$ cat config.mk
export PLATFORM = sky130hd
export DESIGN_NAME = shrrip_fsm
export DESIGN_NICKNAME = d
export VERILOG_FILES = /design/src/hdl/shrrip_pkg.sv /design/src/hdl/shrrip_fsm.sv
export SDC_FILE = /design/constraint.sdc
export NUM_CORES = 1
export LEC_CHECK = 0
export BUFFER_PORTS_ARGS = -buffer_cell sky130_fd_sc_hd__buf_2
export CAP_MARGIN = 20
export CORE_AREA = 10 10 47 49
export DETAILED_ROUTE_END_ITERATION = 6
export DIE_AREA = 0 0 57 59
export SKIP_CTS_REPAIR_TIMING = 1
export SYNTH_ARGS = -nofsm -noshare
export SYNTH_HDL_FRONTEND = slang
export SYNTH_SLANG_ARGS = --single-unit
$ cat constraint.sdc
create_clock -name clk -period 2 [get_ports clk]
set_input_delay 0.2 -clock clk [delete_from_list [all_inputs] [get_ports clk]]
set_output_delay 0.2 -clock clk [all_outputs]
set_load 0.005 [all_outputs]
$ cat src/hdl/shrrip_pkg.sv
// Shared types, constants and codes of the SHiP/RRIP replacement core.
package shrrip_pkg;

    localparam int ADDR_W   = 64;
    localparam int SET_IN_W = 11;
    localparam int WAY_IN_W = 4;
    localparam int RRPV_W   = 2;
    localparam int CNTR_W   = 2;
    localparam int SCORE_W  = 3;
    localparam int THR_W    = 2;
    localparam int SEL_W    = 10;
    localparam int CFG_W    = 10;
    localparam int CFG_IDX_W = 2;

    localparam int DEF_NUM_SETS    = 2048;
    localparam int DEF_NUM_WAYS    = 16;
    localparam int DEF_SIG_ENTRIES = 64;
    localparam int DEF_LEADER_SETS = 64;
    localparam int DEF_DELTA_DEPTH = 4;

    localparam logic [RRPV_W-1:0]  RRPV_MAX      = 2'd3;
    localparam logic [RRPV_W-1:0]  SRRIP_INSERT  = 2'd2;
    localparam logic [RRPV_W-1:0]  RRPV_HIT      = 2'd0;
    localparam logic [CNTR_W-1:0]  COUNTER_MAX   = 2'd3;
    localparam logic [CNTR_W-1:0]  COUNTER_REUSE = 2'd2;
    localparam logic [SCORE_W-1:0] SCORE_MAX     = 3'd7;
    localparam logic [SEL_W-1:0]   SELECTOR_MID  = 10'd511;

    localparam logic [THR_W-1:0]   THR_RESET   = 2'd3;
    localparam logic [SCORE_W-1:0] LEVEL_RESET = 3'd3;
    localparam logic [SEL_W-1:0]   SEL_RESET   = 10'd511;

    // configuration register indexes
    localparam logic [CFG_IDX_W-1:0] CFG_MATCH_THR  = 2'd0;
    localparam logic [CFG_IDX_W-1:0] CFG_STREAM_LVL = 2'd1;
    localparam logic [CFG_IDX_W-1:0] CFG_DUEL_SEL   = 2'd2;

    typedef struct packed {
        logic                func;
        logic [SET_IN_W-1:0] set_index;
        logic [WAY_IN_W-1:0] way_index;
        logic [ADDR_W-1:0]   phys_addr;
        logic [ADDR_W-1:0]   prog_counter;
        logic [ADDR_W-1:0]   evicted_addr;
        logic                was_hit;
    } shrrip_in_t;

    typedef struct packed {
        logic [WAY_IN_W-1:0] victim_way;
        logic                streaming_seen;
        logic [RRPV_W-1:0]   inserted_rrpv;
    } shrrip_out_t;

    typedef enum logic [3:0] {
        ST_CLEAR,
        ST_IDLE,
        ST_READ,
        ST_SCAN,
        ST_AGE,
        ST_DELTA,
        ST_CMP,
        ST_WRITE,
        ST_READ_EV,
        ST_DECAY,
        ST_DONE
    } shrrip_state_t;

    typedef struct packed {
        logic start;
        logic update;
        logic hit;
        logic last;
    } shrrip_stat_t;

    typedef struct packed {
        shrrip_state_t state;
        logic          busy;
        logic          done;
    } shrrip_ctrl_t;

endpackage

$ cat src/hdl/shrrip_fsm.sv
// Sequencer of the replacement core: clear pass, find and update flows.
module shrrip_fsm (
    input  logic                     clk,
    input  logic                     rst_n,
    input  shrrip_pkg::shrrip_stat_t stat,
    output shrrip_pkg::shrrip_ctrl_t ctrl
);
    import shrrip_pkg::*;

    shrrip_state_t state_reg;
    shrrip_state_t state_next;

    always_ff @(posedge clk or negedge rst_n)
    begin
        if (!rst_n)
        begin
            state_reg <= ST_CLEAR;
        end
        else
        begin
            state_reg <= state_next;
        end
    end

    always_comb
    begin
        state_next = state_reg;
        unique case (state_reg)
            ST_CLEAR:   if (stat.last) state_next = ST_IDLE;
            ST_IDLE:    if (stat.start) state_next = ST_READ;
            ST_READ:    state_next = stat.update ? ST_DELTA : ST_SCAN;
            ST_SCAN:    if (stat.last) state_next = ST_AGE;
            ST_AGE:     state_next = ST_DONE;
            ST_DELTA:   state_next = ST_CMP;
            ST_CMP:     if (stat.last) state_next = ST_WRITE;
            ST_WRITE:   state_next = stat.hit ? ST_DONE : ST_READ_EV;
            ST_READ_EV: state_next = ST_DECAY;
            ST_DECAY:   state_next = ST_DONE;
            ST_DONE:    state_next = ST_IDLE;
            default:    state_next = ST_IDLE;
        endcase
    end

    always_comb
    begin
        ctrl.state = state_reg;
        ctrl.busy  = (state_reg != ST_IDLE);
        ctrl.done  = (state_reg == ST_DONE);
    end
endmodule

==> flow_summary_export.csv <==
group,metric,value,unit
logic_synthesis,synth_largest_area_cell,"dfrtp_1",
detailed_routing,first_pass_iters,4,
global_route,grt_pass1_vias,325,
power,power_frac_comb,40.9,%
power,total_power,0.511,mW
timing,finalClockSkew,2.76,ps
cells_and_area,final_cell_mix,"buf_2 (11), nor2_1 (4), nand2_1 (4), dfrtp_1 (4)",
logic_synthesis,syn_avg_cell_area,8.12,um2
logic_synthesis,synth_area,317,um2
global_route,grt_usage,5.64,%
timing,report.final.slew_viol_count,0,
critical_path,crit_fanout,14,
logic_synthesis,yosys.cell_types.count,21,
place,dp_cells,62,
hold_path,min_path_type,"in2async",
cells_and_area,layout.cells.non_filler,66,
critical_path,end_kind,"primary output",
global_route,overflow,0,
place,pre_cts_slack,734,ps
logic_synthesis,ys_ff_latch,4,
detailed_routing,ant_nets,0,
floorplan,io-pin-count,12,
timing,setup-violations-final,0,
floorplan,rows,14,
cts,clock_latency,230,ps
cells_and_area,fill_cells,170,
cts,root_buffer,"clkbuf_4",
cells_and_area,final_common_cell,"buf_2",
floorplan,coreArea,1400,um2
floorplan,dieArea,3360,um2
cts,clockBufferDepth,2,
status,outcome,"finished, final reports clean",
timing,period_share,73.6,%
detailed_routing,wl_per_cell,12.5,um
global_route,grt_max_degree,15,
critical_path,worstPathRequired,1800,ps
cells_and_area,layout-drive-gt1-share,30.0,%
timing,max-slew-margin-rel,72.0,%
critical_path,crit_family,"flip-flops",
floorplan,start_util,22.6,%
power,switching_share,43.2,%
power,p_int,0.290,mW
timing,max_freq,679,MHz
timing,period_needed,1470,ps
logic_synthesis,yosys.area.top_type_share,31.6,%
cells_and_area,area_growth,25.7,%
cells_and_area,nets,58,
cells_and_area,n_antenna_cell,0,
timing,final.setup.worst_slack,528,ps
place,placed_area,365,um2
critical_path,crit-reg2reg-launch,"state_reg[1]$_DFFE_PN0P_",
cts,htree_num_levels,1,
run,cap_violations,0,
critical_path,arrival,1270,ps
detailed_routing,via_per_inst,4.76,
cells_and_area,fin_area,398,um2
critical_path,path_class,"reg2out",
logic_synthesis,synth.area.top_cells,"dfrtp_1 (32%), a21oi_1 (4.7%), buf_2 (4.7%)",
timing,hold_violations,0,
place,io_buffers,11,
critical_path,max_stage_delay,590,ps
power,ir_drop,0.000313,V
critical_path,cp_cell_sequence,"nor4bb_1 -> buf_2",
floorplan,die_w,57,um
cells_and_area,largest_reg_flops,4,
power,power_density,1280,nW/um2
detailed_routing,drc,0,
cts,cts-buffers-inserted,3,
power,pwr-share-clk,19.7,%
place,dp_hpwl,607,um
critical_path,cpMaxStageDelayCell,"dfrtp_1",
global_route,grt_first_pass_wirelength,1.38,mm
power,p_switching,0.221,mW
critical_path,worstSetupStartpointType,"flip-flop",
critical_path,startpoint,"state_reg[3]$_DFFE_PN0P_",
place,place.gp.congestion,0.702,
detailed_routing,routed_wl,824,um
cts,cts_tree,"done",
power,p_leak,0.176,nW
timing,tns,0,ps
logic_synthesis,ys_seq_area_share,31.6,%
critical_path,regToRegSetupSlack,730,ps
detailed_routing,vias,314,
timing,worst_pin_slew,420,ps
logic_synthesis,synthesis.nets,45,
cts,clk_pin_slew,40,ps
timing,grt_setup_unrepaired,"no",
cts,cts_sinks,4,
floorplan,die_h,59,um
logic_synthesis,ys_warn_count,0,
logic_synthesis,synthCells,39,
critical_path,critPathBufInv,1,
cells_and_area,utilization,28.4,%
power,seqPwrFrac,39.4,%
global_route,antenna_found_initial,0,
detailed_routing,initialDrtViolationCount,3,
timing,holdWs,296,ps
==> final timing paths <==
kind / endpoint / depth (start not counted)
max in group asynchronous: state_reg[0]$_DFFE_PN0P_ / 2
worst max register to register: state_reg[2]$_DFFE_PN0P_ / 3
worst min-delay path: state_reg[1]$_DFFE_PN0P_ / 2
worst min register to register: state_reg[2]$_DFFE_PN0P_ / 1
worst max-delay path: ctrl[0] / 2
min in group clk: state_reg[0]$_DFFE_PN0P_ / 3
==> area by class of cell <==
class | count | area (um2) | area share, %
Multi-Input combinational cell | 30 | 186 | 46.9
Sequential cell | 4 | 100 | 25.2
Timing Repair Buffer | 12 | 65.1 | 16.4
Clock buffer | 3 | 22.5 | 5.66
Tap cell | 16 | 20.0 | 5.03
Inverter | 1 | 3.75 | 0.943
==> power by group through the flow <==
stage          logic [mW]  clock network [mW]  registers (mW)
2_1_floorplan       0.216                   0           0.137
3_3_place_gp        0.214                   0           0.199
3_5_place_dp        0.212                   0           0.204
4_1_cts             0.213               0.107           0.202
5_1_grt             0.243               0.106           0.217
6_report            0.209               0.100           0.202
==> cell families after synthesis <==
kind of cell	Yosys count	share of synthesized area, %
buf+inv	5	9.48
compound gates	13	30.0
flops	4	31.6
xor+xnor	1	2.77
simple gates	16	26.1
==> per-layer routing <==
layer  global-route usage [%]  share of wire [%]  vias up
met4                     8.05                3.3        0
met1                     5.04                 41      139
met5                        0                  0        -
li1                         -                  -      165
met2                     8.37                 48        8
met3                     2.15                7.4        2
==> synth_stat cells (all sizes together) <==
master / instances
a2111oi: 1
a211oi: 2
a21o: 1
a21oi: 3
a22o: 1
buf: 4
dfrtp: 4
inv: 1
nand2: 4
nand2b: 2
nand3b: 1
nor2: 4
nor3: 3
nor3b: 1
nor4bb: 1
o21ai: 3
o2bb2a: 1
o32ai: 1
xor2: 1
Note: power is estimated with default switching activity, not from simulation.
