[config.mk]
export PLATFORM = sky130hd
export DESIGN_NAME = shrrip_alu
export DESIGN_NICKNAME = d
export VERILOG_FILES = /design/src/hdl/shrrip_alu.sv
export SDC_FILE = /design/constraint.sdc
export NUM_CORES = 1
export LEC_CHECK = 0
export BUFFER_PORTS_ARGS = -buffer_cell sky130_fd_sc_hd__buf_2
export CORE_UTILIZATION = 52
export DETAILED_ROUTE_END_ITERATION = 7
export PLACE_DENSITY = 0.95
export SLEW_MARGIN = 0
export SYNTH_ARGS = -nofsm -noshare
export SYNTH_HDL_FRONTEND = slang
export SYNTH_SLANG_ARGS = --single-unit
[constraint.sdc]
create_clock -name vclk -period 5.9
set_clock_uncertainty 0.2 [all_clocks]
set_input_delay 1.18 -clock vclk [all_inputs]
set_output_delay 1.18 -clock vclk [all_outputs]
set_load 0.01 [all_outputs]
[src/hdl/shrrip_alu.sv]
// Shared 64-bit subtractor: deltas, delta compares and RRPV compares.
module shrrip_alu (
    input  logic [63:0] a,
    input  logic [63:0] b,
    output logic [63:0] diff,
    output logic        borrow,
    output logic        equal
);
    logic [64:0] full;

    assign full   = {1'b0, a} - {1'b0, b};
    assign diff   = full[63:0];
    assign borrow = full[64];
    assign equal  = (full[63:0] == 64'd0);
endmodule

==> results by group, run 1 <==
Synthesis
  • Sequential area share after synthesis: 0
  • Synth Area in XOR/XNOR: 0.0720
  • Top post-synthesis cells by area: ha_1, a21oi_1, inv_1, nand2_1, a21o_1
  • Synth top area share: 0.161
  • Synth Area in Adders: 0.165
  • Yosys top cell by area: ha_1
  • Synth Net Count: 955
  • Proportion of synthesized area in mux cells: 0.00853
  • Distinct cells, synth: 90
  • Synth Instances: 762
  • Largest family of logic cells by synthesized area: compound AO/OA/AOI/OAI gates
  • Simple-gate share of the synthesized area: 0.285
  • Synthesized cell area: 0.00498 mm²
  • Synthesized area per cell: 6.54 µm²
  • Number of synthesis warnings: 0
  • Synth Area in Compound Gates: 0.387

Global routing
  • First-pass GRT wire length: 32.1 mm
  • Overflow after GRT: 0
  • Initial antenna violation count: 1
  • Largest net degree at the start of global routing: 12
  • Total track usage: 0.391
  • Number of global-route vias before repair: 7158

Route
  • Top layer in use: met5
  • Detailed Route WL: 25.3 mm
  • Met3 wire length: 3.39 mm
  • Pre-antenna DRT Iters: 8
  • Vias per cell: 6.80
  • Via count: 8307
  • Initial DRC count: 1364
  • Met2 wire length: 10.8 mm
  • Met1 wire length: 8.21 mm
  • Antenna Nets Post-Route: 0
  • DRC: 52
  • Drt wl/cell: 20.7 µm

Final layout
  • Final sequential cell count: 0
  • # diodes: 0
  • CLK BUF: 0
  • P&R area growth vs syn: 55.8%
  • Share of layout cells above drive strength 1: 0.421
  • Storage cell area: 0 µm²
  • Fin nets: 1287
  • Post-route insts no fill: 1221
  • Fill count: 550
  • Fin util: 0.837
  • Final instance area: 0.00777 mm²

Worst hold path
  • Hold Crit Class: in2out
  • HP Start: b[0]
  • WHS Endpoint: diff[0]
  • Worst Hold Depth: 4

Pwr
  • Int Pwr: 0.468 mW
  • Static leakage: 3.99 nW
  • Clock network power share: 0
  • Switching power: 0.621 mW
  • Gate power share: 1.000
  • Final Power: 1.09 mW
  • Flop pwr share: 0
  • Max VDD drop: 0.0876 mV
  • Sw Share: 0.570
  • PwrDens: 140 mW/mm²

STA
  • Final setup vio count: 1
  • Period Utilization, post-route: 1.14
  • Rel. slew slack: 0.528
  • Worst Tran Pin Value: 0.702 ns
  • Final hold vios: 0
  • Hold WS: 2.52 ns
  • Post-route setup slack: -0.806 ns
  • Tmin final: 6.71 ns
  • Final Max Slew Viols: 0
  • Fmax: 149 MHz
  • RSZ-0062 raised after global routing: true
  • Total negative slack: -0.806 ns

Placement
  • Worst slack, placed: -0.169 ns
  • DP HPWL: 16.5 mm
  • DP Area: 0.00702 mm²
  • # port buffers: 194
  • GPL Wtd Cong: 1.03
  • Cell total after placement: 1197

Worst setup path
  • Setup CP Type: in2out
  • Critical Path AT: 5.33 ns
  • CP Launch Type: primary input
  • Crit end category: output pin
  • Critical path peak fanout: 3
  • Critical Path RT: 4.52 ns

Floorplanning
  • Die W: 99.9 µm
  • Core Region: 0.00928 mm²
  • Die height: 99.9 µm
  • Io pins: 194
  • Initial cell density of the core: 0.537
  • Die Area: 0.00998 mm²
  • Row count: 35

Flow run
  • Max cap viols: 0

Status
  • Failing checks: design-rule violations, negative setup slack
  • Status: complete, but fails checks

Clock network
  • Post-CTS Hold Fix Bufs: 0
==> cells in the mapped netlist, types with 3 or more instances <==
| library cell | count |
|---|---|
| a211o_1 | 3 |
| nand4_1 | 23 |
| a311oi_1 | 3 |
| and4_1 | 4 |
| nor3b_1 | 3 |
| nor4_1 | 8 |
| a2111oi_0 | 3 |
| nand2_1 | 68 |
| or3_1 | 13 |
| nor2b_1 | 5 |
| o21ba_2 | 3 |
| a22o_1 | 3 |
| clkbuf_1 | 12 |
| buf_2 | 8 |
| xnor2_1 | 17 |
| o31ai_1 | 4 |
| o21ai_1 | 14 |
| a21boi_0 | 3 |
| and3_1 | 7 |
| a21o_1 | 33 |
| and2_1 | 13 |
| o21bai_1 | 8 |
| nor2_1 | 58 |
| o21ai_0 | 45 |
| o2111ai_1 | 6 |
| o21a_1 | 10 |
| o211a_1 | 3 |
| a211oi_1 | 10 |
| nand3_1 | 15 |
| a21oi_2 | 4 |
| o211ai_1 | 9 |
| nand2b_1 | 9 |
| a31oi_1 | 4 |
| nor3_1 | 21 |
| a21oi_1 | 77 |
| xor2_1 | 24 |
| ha_1 | 64 |
| inv_1 | 83 |
==> power by group through the flow <==
stage / combinational [mW] / clock [mW] / sequential [mW]
after floorplan: 0.513 / 0 / 0
after global placement: 0.891 / 0 / 0
after detailed placement: 0.909 / 0 / 0
after CTS: 0.947 / 0 / 0
after global routing: 1.14 / 0 / 0
final: 1.09 / 0 / 0
==> cells by family after synthesis <==
logic type / count (synthesis)
and+or+nand+nor: 269
AOI/OAI and AO/OA: 278
muxes: 4
adders and majority gates: 65
xor gates and xnor gates: 41
buffers and inverters: 105
==> per-layer routing <==
| layer | vias to the layer above | track usage |
|---|---|---|
| met1 | 3609 | 0.441 |
| li1 | 3473 | - |
| met3 | 352 | 0.0641 |
| met4 | 2 | 0.232 |
| met5 | - | 0 |
| met2 | 871 | 0.691 |
==> critical path, stage by stage <==
cell     delay [ns]
buf_2          0.11
inv_1          0.17
ha_1           0.31
a21oi_1        0.53
o21ai_0        0.30
a21oi_1        0.34
nand2_1        0.15
o31ai_4        0.40
xnor2_2        0.24
or4b_4         0.55
nor4_4         0.25
nand4_1        0.24
nor4_4         0.21
and4_1         0.21
buf_2          0.12
==> cell type report <==
class	instances	area (µm²)	area share
inverter	84	318	0.0409
multi-input combinational	657	5110	0.658
tap	129	161	0.0208
timing repair buffer	351	2180	0.280
==> repair_timing <==
item,in CTS,in global routing
gates resized for setup,41,70
pin swaps,25,39
setup endpoints to repair,1,1
buffers inserted,13,13
==> how the worst max path moves through the flow <==
stage          startpoint    end  slack [ns]
6_report            b[40]  equal       -0.81
3_5_place_dp         a[0]  equal       -0.17
4_1_cts             b[10]  equal       0.002
2_1_floorplan        a[0]  equal        0.37
3_3_place_gp        a[12]  equal       -0.13
5_1_grt             b[40]  equal       -0.79
==> cell usage in the layout (no fill, tap or decap), types with 4 or more instances in the layout <==
cell type / n
and3_1: 7
a21oi_1: 65
o2111ai_1: 5
nand2b_1: 8
ha_4: 14
nand4_1: 23
inv_2: 6
a21oi_2: 13
o21a_1: 10
o21bai_1: 6
and2_1: 13
a21o_1: 33
buf_2: 192
nand3_1: 14
nor2_1: 54
xor2_1: 24
nand2_1: 68
nor2b_1: 5
nor2_2: 4
xnor2_1: 15
ha_1: 50
or3_1: 13
a211oi_1: 8
o21ai_0: 33
o21ai_2: 7
inv_1: 77
o31ai_1: 4
nor3_1: 19
nor4_4: 6
buf_6: 6
o211ai_1: 9
o21ai_1: 21
buf_4: 153
Power figures use the tool's default switching activity.
==> run 2: changes to the inputs <==
==> constraint.sdc (replaced) <==
create_clock -name vclk -period 5.9
set_clock_uncertainty 0.2 [all_clocks]
set_input_delay 0 -clock vclk [all_inputs]
set_output_delay 0 -clock vclk [all_outputs]
set_load 0.01 [all_outputs]
==> run 2 against run 1 <==
Compared with the run above: the run now ends clean; critical endpoint unchanged; power shrank 28%; die area is the same; core utilization shrank 19 points; clock-buffer cell count is the same; final cell count shrank 13%; sequential share of layout area is the same; sequential cell count is the same.
==> results by group, run 2 (synthesis results as in run 1) <==
Placement
  • GPL Wtd Cong: 0.982
  • DP HPWL: 14.3 mm
  • # port buffers: 194

Global routing
  • Total track usage: 0.316
  • Largest net degree at the start of global routing: 13
  • First-pass GRT wire length: 26.3 mm
  • Number of global-route vias before repair: 5826
  • Initial antenna violation count: 0
  • Overflow after GRT: 0

Route
  • Via count: 6517
  • Vias per cell: 6.13
  • Drt wl/cell: 15.5 µm
  • Detailed Route WL: 16.5 mm
  • Pre-antenna DRT Iters: 5
  • Antenna Nets Post-Route: 0
  • Initial DRC count: 472
  • DRC: 0

STA
  • Final setup vio count: 0
  • Final hold vios: 0
  • Worst Tran Pin Value: 0.673 ns
  • RSZ-0062 raised after global routing: false
  • Tmin final: 3.81 ns
  • Fmax: 262 MHz
  • Total negative slack: 0 ns
  • Final Max Slew Viols: 0
  • Period Utilization, post-route: 0.647
  • Rel. slew slack: 0.550

Clock network
  • Post-CTS Hold Fix Bufs: 0
  • Post-CTS Setup Inserts: 0
  • Gates resized, CTS repair: 0

Pwr
  • Max VDD drop: 0.0632 mV
  • Final Power: 0.783 mW
  • PwrDens: 130 mW/mm²
  • Static leakage: 3.15 nW

Worst setup path
  • Peak per-stage delay on the critical path: 0.47 ns
  • Critical path buffers and inverters: 3
  • Setup CP Type: in2out
  • Worst path top cell family by delay: simple AND/OR/NAND/NOR gates
  • Critical Path, Cell by Cell: buf_2 > inv_1 > ha_1 > fa_1 > nand2b_1 > a21o_4 > a211oi_2 > o21ai_2 > a211oi_1 > a311oi_1 > nor4_1 > o211ai_1 > or4_1 > nor4_1 > and4_1 > buf_2
  • CP Launch Type: primary input
  • Crit end category: output pin
  • Critical Path RT: 5.70 ns
  • Critical Path AT: 3.61 ns
  • CP max stage cell: or4_1
  • Critical path peak fanout: 6

Final layout
  • Most common cell after layout, fill and taps aside: buf_2
  • Final sequential cell count: 0
  • # diodes: 0
  • P&R area growth vs syn: 20.8%
  • Fin nets: 1130
  • Commonest non-fill, non-tap cells in the layout: buf_2, inv_1, a21oi_1
  • CLK BUF: 0
  • Storage cell area: 0 µm²
  • Share of layout cells above drive strength 1: 0.248
  • Fill count: 939

Floorplanning
  • Io pins: 194
  • Die height: 99.9 µm
  • Row count: 35
  • Core Region: 0.00928 mm²
  • Initial cell density of the core: 0.537
  • Die Area: 0.00998 mm²
  • Die W: 99.9 µm

Status
  • Status: finished, final reports clean

Worst hold path
  • Hold Crit Class: in2out

Flow run
  • Max cap viols: 0
run 2: cell count changes in the layout (fill, tap and decap cells not counted), moves of 5 or more:
cell | before | now
o21ai_1 | 21 | 14
nor4_1 | 2 | 8
inv_1 | 77 | 83
ha_4 | 14 | 0
buf_6 | 6 | 0
buf_4 | 153 | 0
o21ai_0 | 33 | 45
ha_1 | 50 | 64
a21oi_2 | 13 | 4
o21ai_2 | 7 | 2
inv_2 | 6 | 1
a21oi_1 | 65 | 77
run 2: layout make-up:
| class | count | area (µm²) | area share |
|---|---|---|---|
| inverters | 84 | 315 | 0.0524 |
| multi-input cells | 657 | 4570 | 0.760 |
| well taps | 129 | 161 | 0.0268 |
| repair buffers | 194 | 971 | 0.161 |
run 2: metrics by stage:
| step | utilization | hold WS (ns) | setup WS (ns) | cells | instance area (µm²) |
|---|---|---|---|---|---|
| after global routing | 0.649 | 0.189 | 1.87 | 1064 | 6020 |
| after detailed placement | 0.649 | 0.161 | 2.10 | 1064 | 6020 |
| after CTS | 0.649 | 0.163 | 2.10 | 1064 | 6020 |
| after floorplan | - | -0.0465 | 2.73 | 762 | 4980 |
| after global placement | 0.649 | 0.149 | 2.14 | 1064 | 6020 |
| final | 0.649 | 0.156 | 2.09 | 1064 | 6020 |
run 2: per-layer routing:
layer / GRT usage / vias up / share of wire / wire length (µm)
met5: 0 / - / 0 / 0
met4: 0.0667 / 0 / 0.023 / 374
met3: 0.0348 / 38 / 0.075 / 1230
met2: 0.572 / 314 / 0.48 / 7990
met1: 0.401 / 3003 / 0.42 / 6940
li1: - / 3162 / - / -
run 2: final timing paths:
| kind | from | end | depth (start not counted) |
|---|---|---|---|
| max | a[0] | equal | 16 |
| min | b[0] | diff[0] | 4 |
run 2: tightest hold or removal path: stages:
cell	delay, ns
buf_2	0.08
ha_1	0.11
inv_1	0.04
buf_2	0.13
run 2: power by group:
part | leakage [nW] | internal [mW] | switching [mW]
Combinational | 3.15 | 0.310 | 0.473
Sequential | 0 | 0 | 0
Clock | 0 | 0 | 0
==> run 3: changes to the inputs <==
Clock period 5.9 ns to 3.7 ns, I/O delays scaled along.
==> run 3 against run 2 <==
Compared with the run above: sequential share of layout area is the same; core utilization rose by 10 points; final cell count is 7.6% higher; power is 85% higher; global-route usage grew 1.0 points; first-iteration DRC count rose by 29%; wire length grew 13%; sequential cell count is the same; hold slack improved by 0.019 ns; combinational power increased by 85%; critical endpoint unchanged; clock-buffer cell count is the same.
==> results by group, run 3 (synthesis results as in run 1) <==
Worst setup path
  • Critical path peak fanout: 5
  • Critical Path RT: 3.50 ns
  • CP Launch Type: primary input
  • Critical Path AT: 3.42 ns
  • Crit end category: output pin
  • Setup CP Type: in2out

Route
  • Vias per cell: 6.19
  • Drt wl/cell: 16.3 µm
  • Antenna Nets Post-Route: 0
  • DRC: 0
  • Pre-antenna DRT Iters: 6
  • Initial DRC count: 611
  • Detailed Route WL: 18.6 mm
  • Via count: 7091

Pwr
  • Int Pwr: 0.613 mW
  • PwrDens: 208 mW/mm²
  • Switching power: 0.840 mW
  • Final Power: 1.45 mW
  • Clock network power share: 0
  • Static leakage: 3.59 nW
  • Flop pwr share: 0
  • Max VDD drop: 0.113 mV
  • Sw Share: 0.578
  • Gate power share: 1.000

Floorplanning
  • Core Region: 0.00928 mm²
  • Die W: 99.9 µm
  • Initial cell density of the core: 0.537
  • Die height: 99.9 µm
  • Io pins: 194
  • Row count: 35
  • Die Area: 0.00998 mm²

STA
  • Worst Tran Pin Value: 0.721 ns
  • Fmax: 276 MHz
  • Rel. slew slack: 0.516
  • Final setup vio count: 0
  • Total negative slack: 0 ns
  • Final hold vios: 0
  • Period Utilization, post-route: 0.979
  • Tmin final: 3.62 ns
  • Final Max Slew Viols: 0

Global routing
  • Overflow after GRT: 0
  • Initial antenna violation count: 0
  • Number of global-route vias before repair: 6104
  • First-pass GRT wire length: 27.1 mm
  • Total track usage: 0.326
  • Largest net degree at the start of global routing: 12

Placement
  • Cell total after placement: 1128
  • DP HPWL: 15.0 mm
  • # port buffers: 194
  • GPL Wtd Cong: 1.04
  • DP Area: 0.00650 mm²

Final layout
  • Commonest non-fill, non-tap cells in the layout: buf_2, inv_1, buf_4
  • Post-route insts no fill: 1145
  • Most common cell after layout, fill and taps aside: buf_2
  • Fin nets: 1211
  • # diodes: 0
  • Fill count: 718
  • Final instance area: 0.00700 mm²
  • Storage cell area: 0 µm²
  • Final sequential cell count: 0
  • P&R area growth vs syn: 40.3%
  • CLK BUF: 0
  • Fin util: 0.754
  • Share of layout cells above drive strength 1: 0.357
  • Area of the multi-input gates: 0.00494 mm²

Worst hold path
  • Hold Crit Class: in2out

Clock network
  • Post-CTS Hold Fix Bufs: 0

Status
  • Status: finished, final reports clean

Flow run
  • Max cap viols: 0
[run 3: final timing paths]
kind                 end  startpoint  slack, ns  cells after the start
setup / recovery   equal        b[7]       0.08                     17
hold / removal    borrow       a[63]       0.17                      4
[run 3: area by class of cell]
cell class	instances	area share
inverters	84	0.0451
multi-input cells	657	0.706
well taps	129	0.0231
repair buffers	275	0.226
[run 3: metal layers]
layer	vias up	wire, µm	GRT usage
li1	3324	-	-
met5	-	0	0
met1	3198	7230	0.407
met4	0	915	0.119
met3	97	1640	0.0244
met2	472	8840	0.586
[run 3: what timing repair did]
action | 4_1_cts | 5_1_grt
pin swaps | 0 | 34
endpoints found under the hold margin | 0 | 0
resized for setup | 1 | 74
endpoints found under the setup margin | 1 | 1
buffers inserted | 0 | 17
[run 3: worst max-delay path, stage by stage]
cell	delay, ns
buf_2	0.07
inv_1	0.05
ha_4	0.28
nand4_1	0.25
buf_6	0.22
nor4_4	0.26
o211ai_2	0.19
a31oi_4	0.31
o31ai_4	0.12
o31a_4	0.32
buf_4	0.16
o31a_1	0.32
o31ai_2	0.30
or4_4	0.19
nor4_4	0.04
and4_1	0.20
buf_2	0.13
[run 3: metrics by stage]
| step | worst slack, ns | hold WS (ns) |
|---|---|---|
| after CTS | 0.0124 | 0.160 |
| after floorplan | 0.533 | -0.0465 |
| final | 0.0760 | 0.175 |
| after global routing | -0.0460 | 0.203 |
| after detailed placement | -0.0162 | 0.158 |
| after global placement | 0.00901 | 0.156 |
[run 3: power by group through the flow]
stage          Clock [mW]  Sequential [mW]  Combinational, mW
3_5_place_dp            0                0               1.31
4_1_cts                 0                0               1.32
2_1_floorplan           0                0              0.819
3_3_place_gp            0                0               1.30
5_1_grt                 0                0               1.55
6_report                0                0               1.45
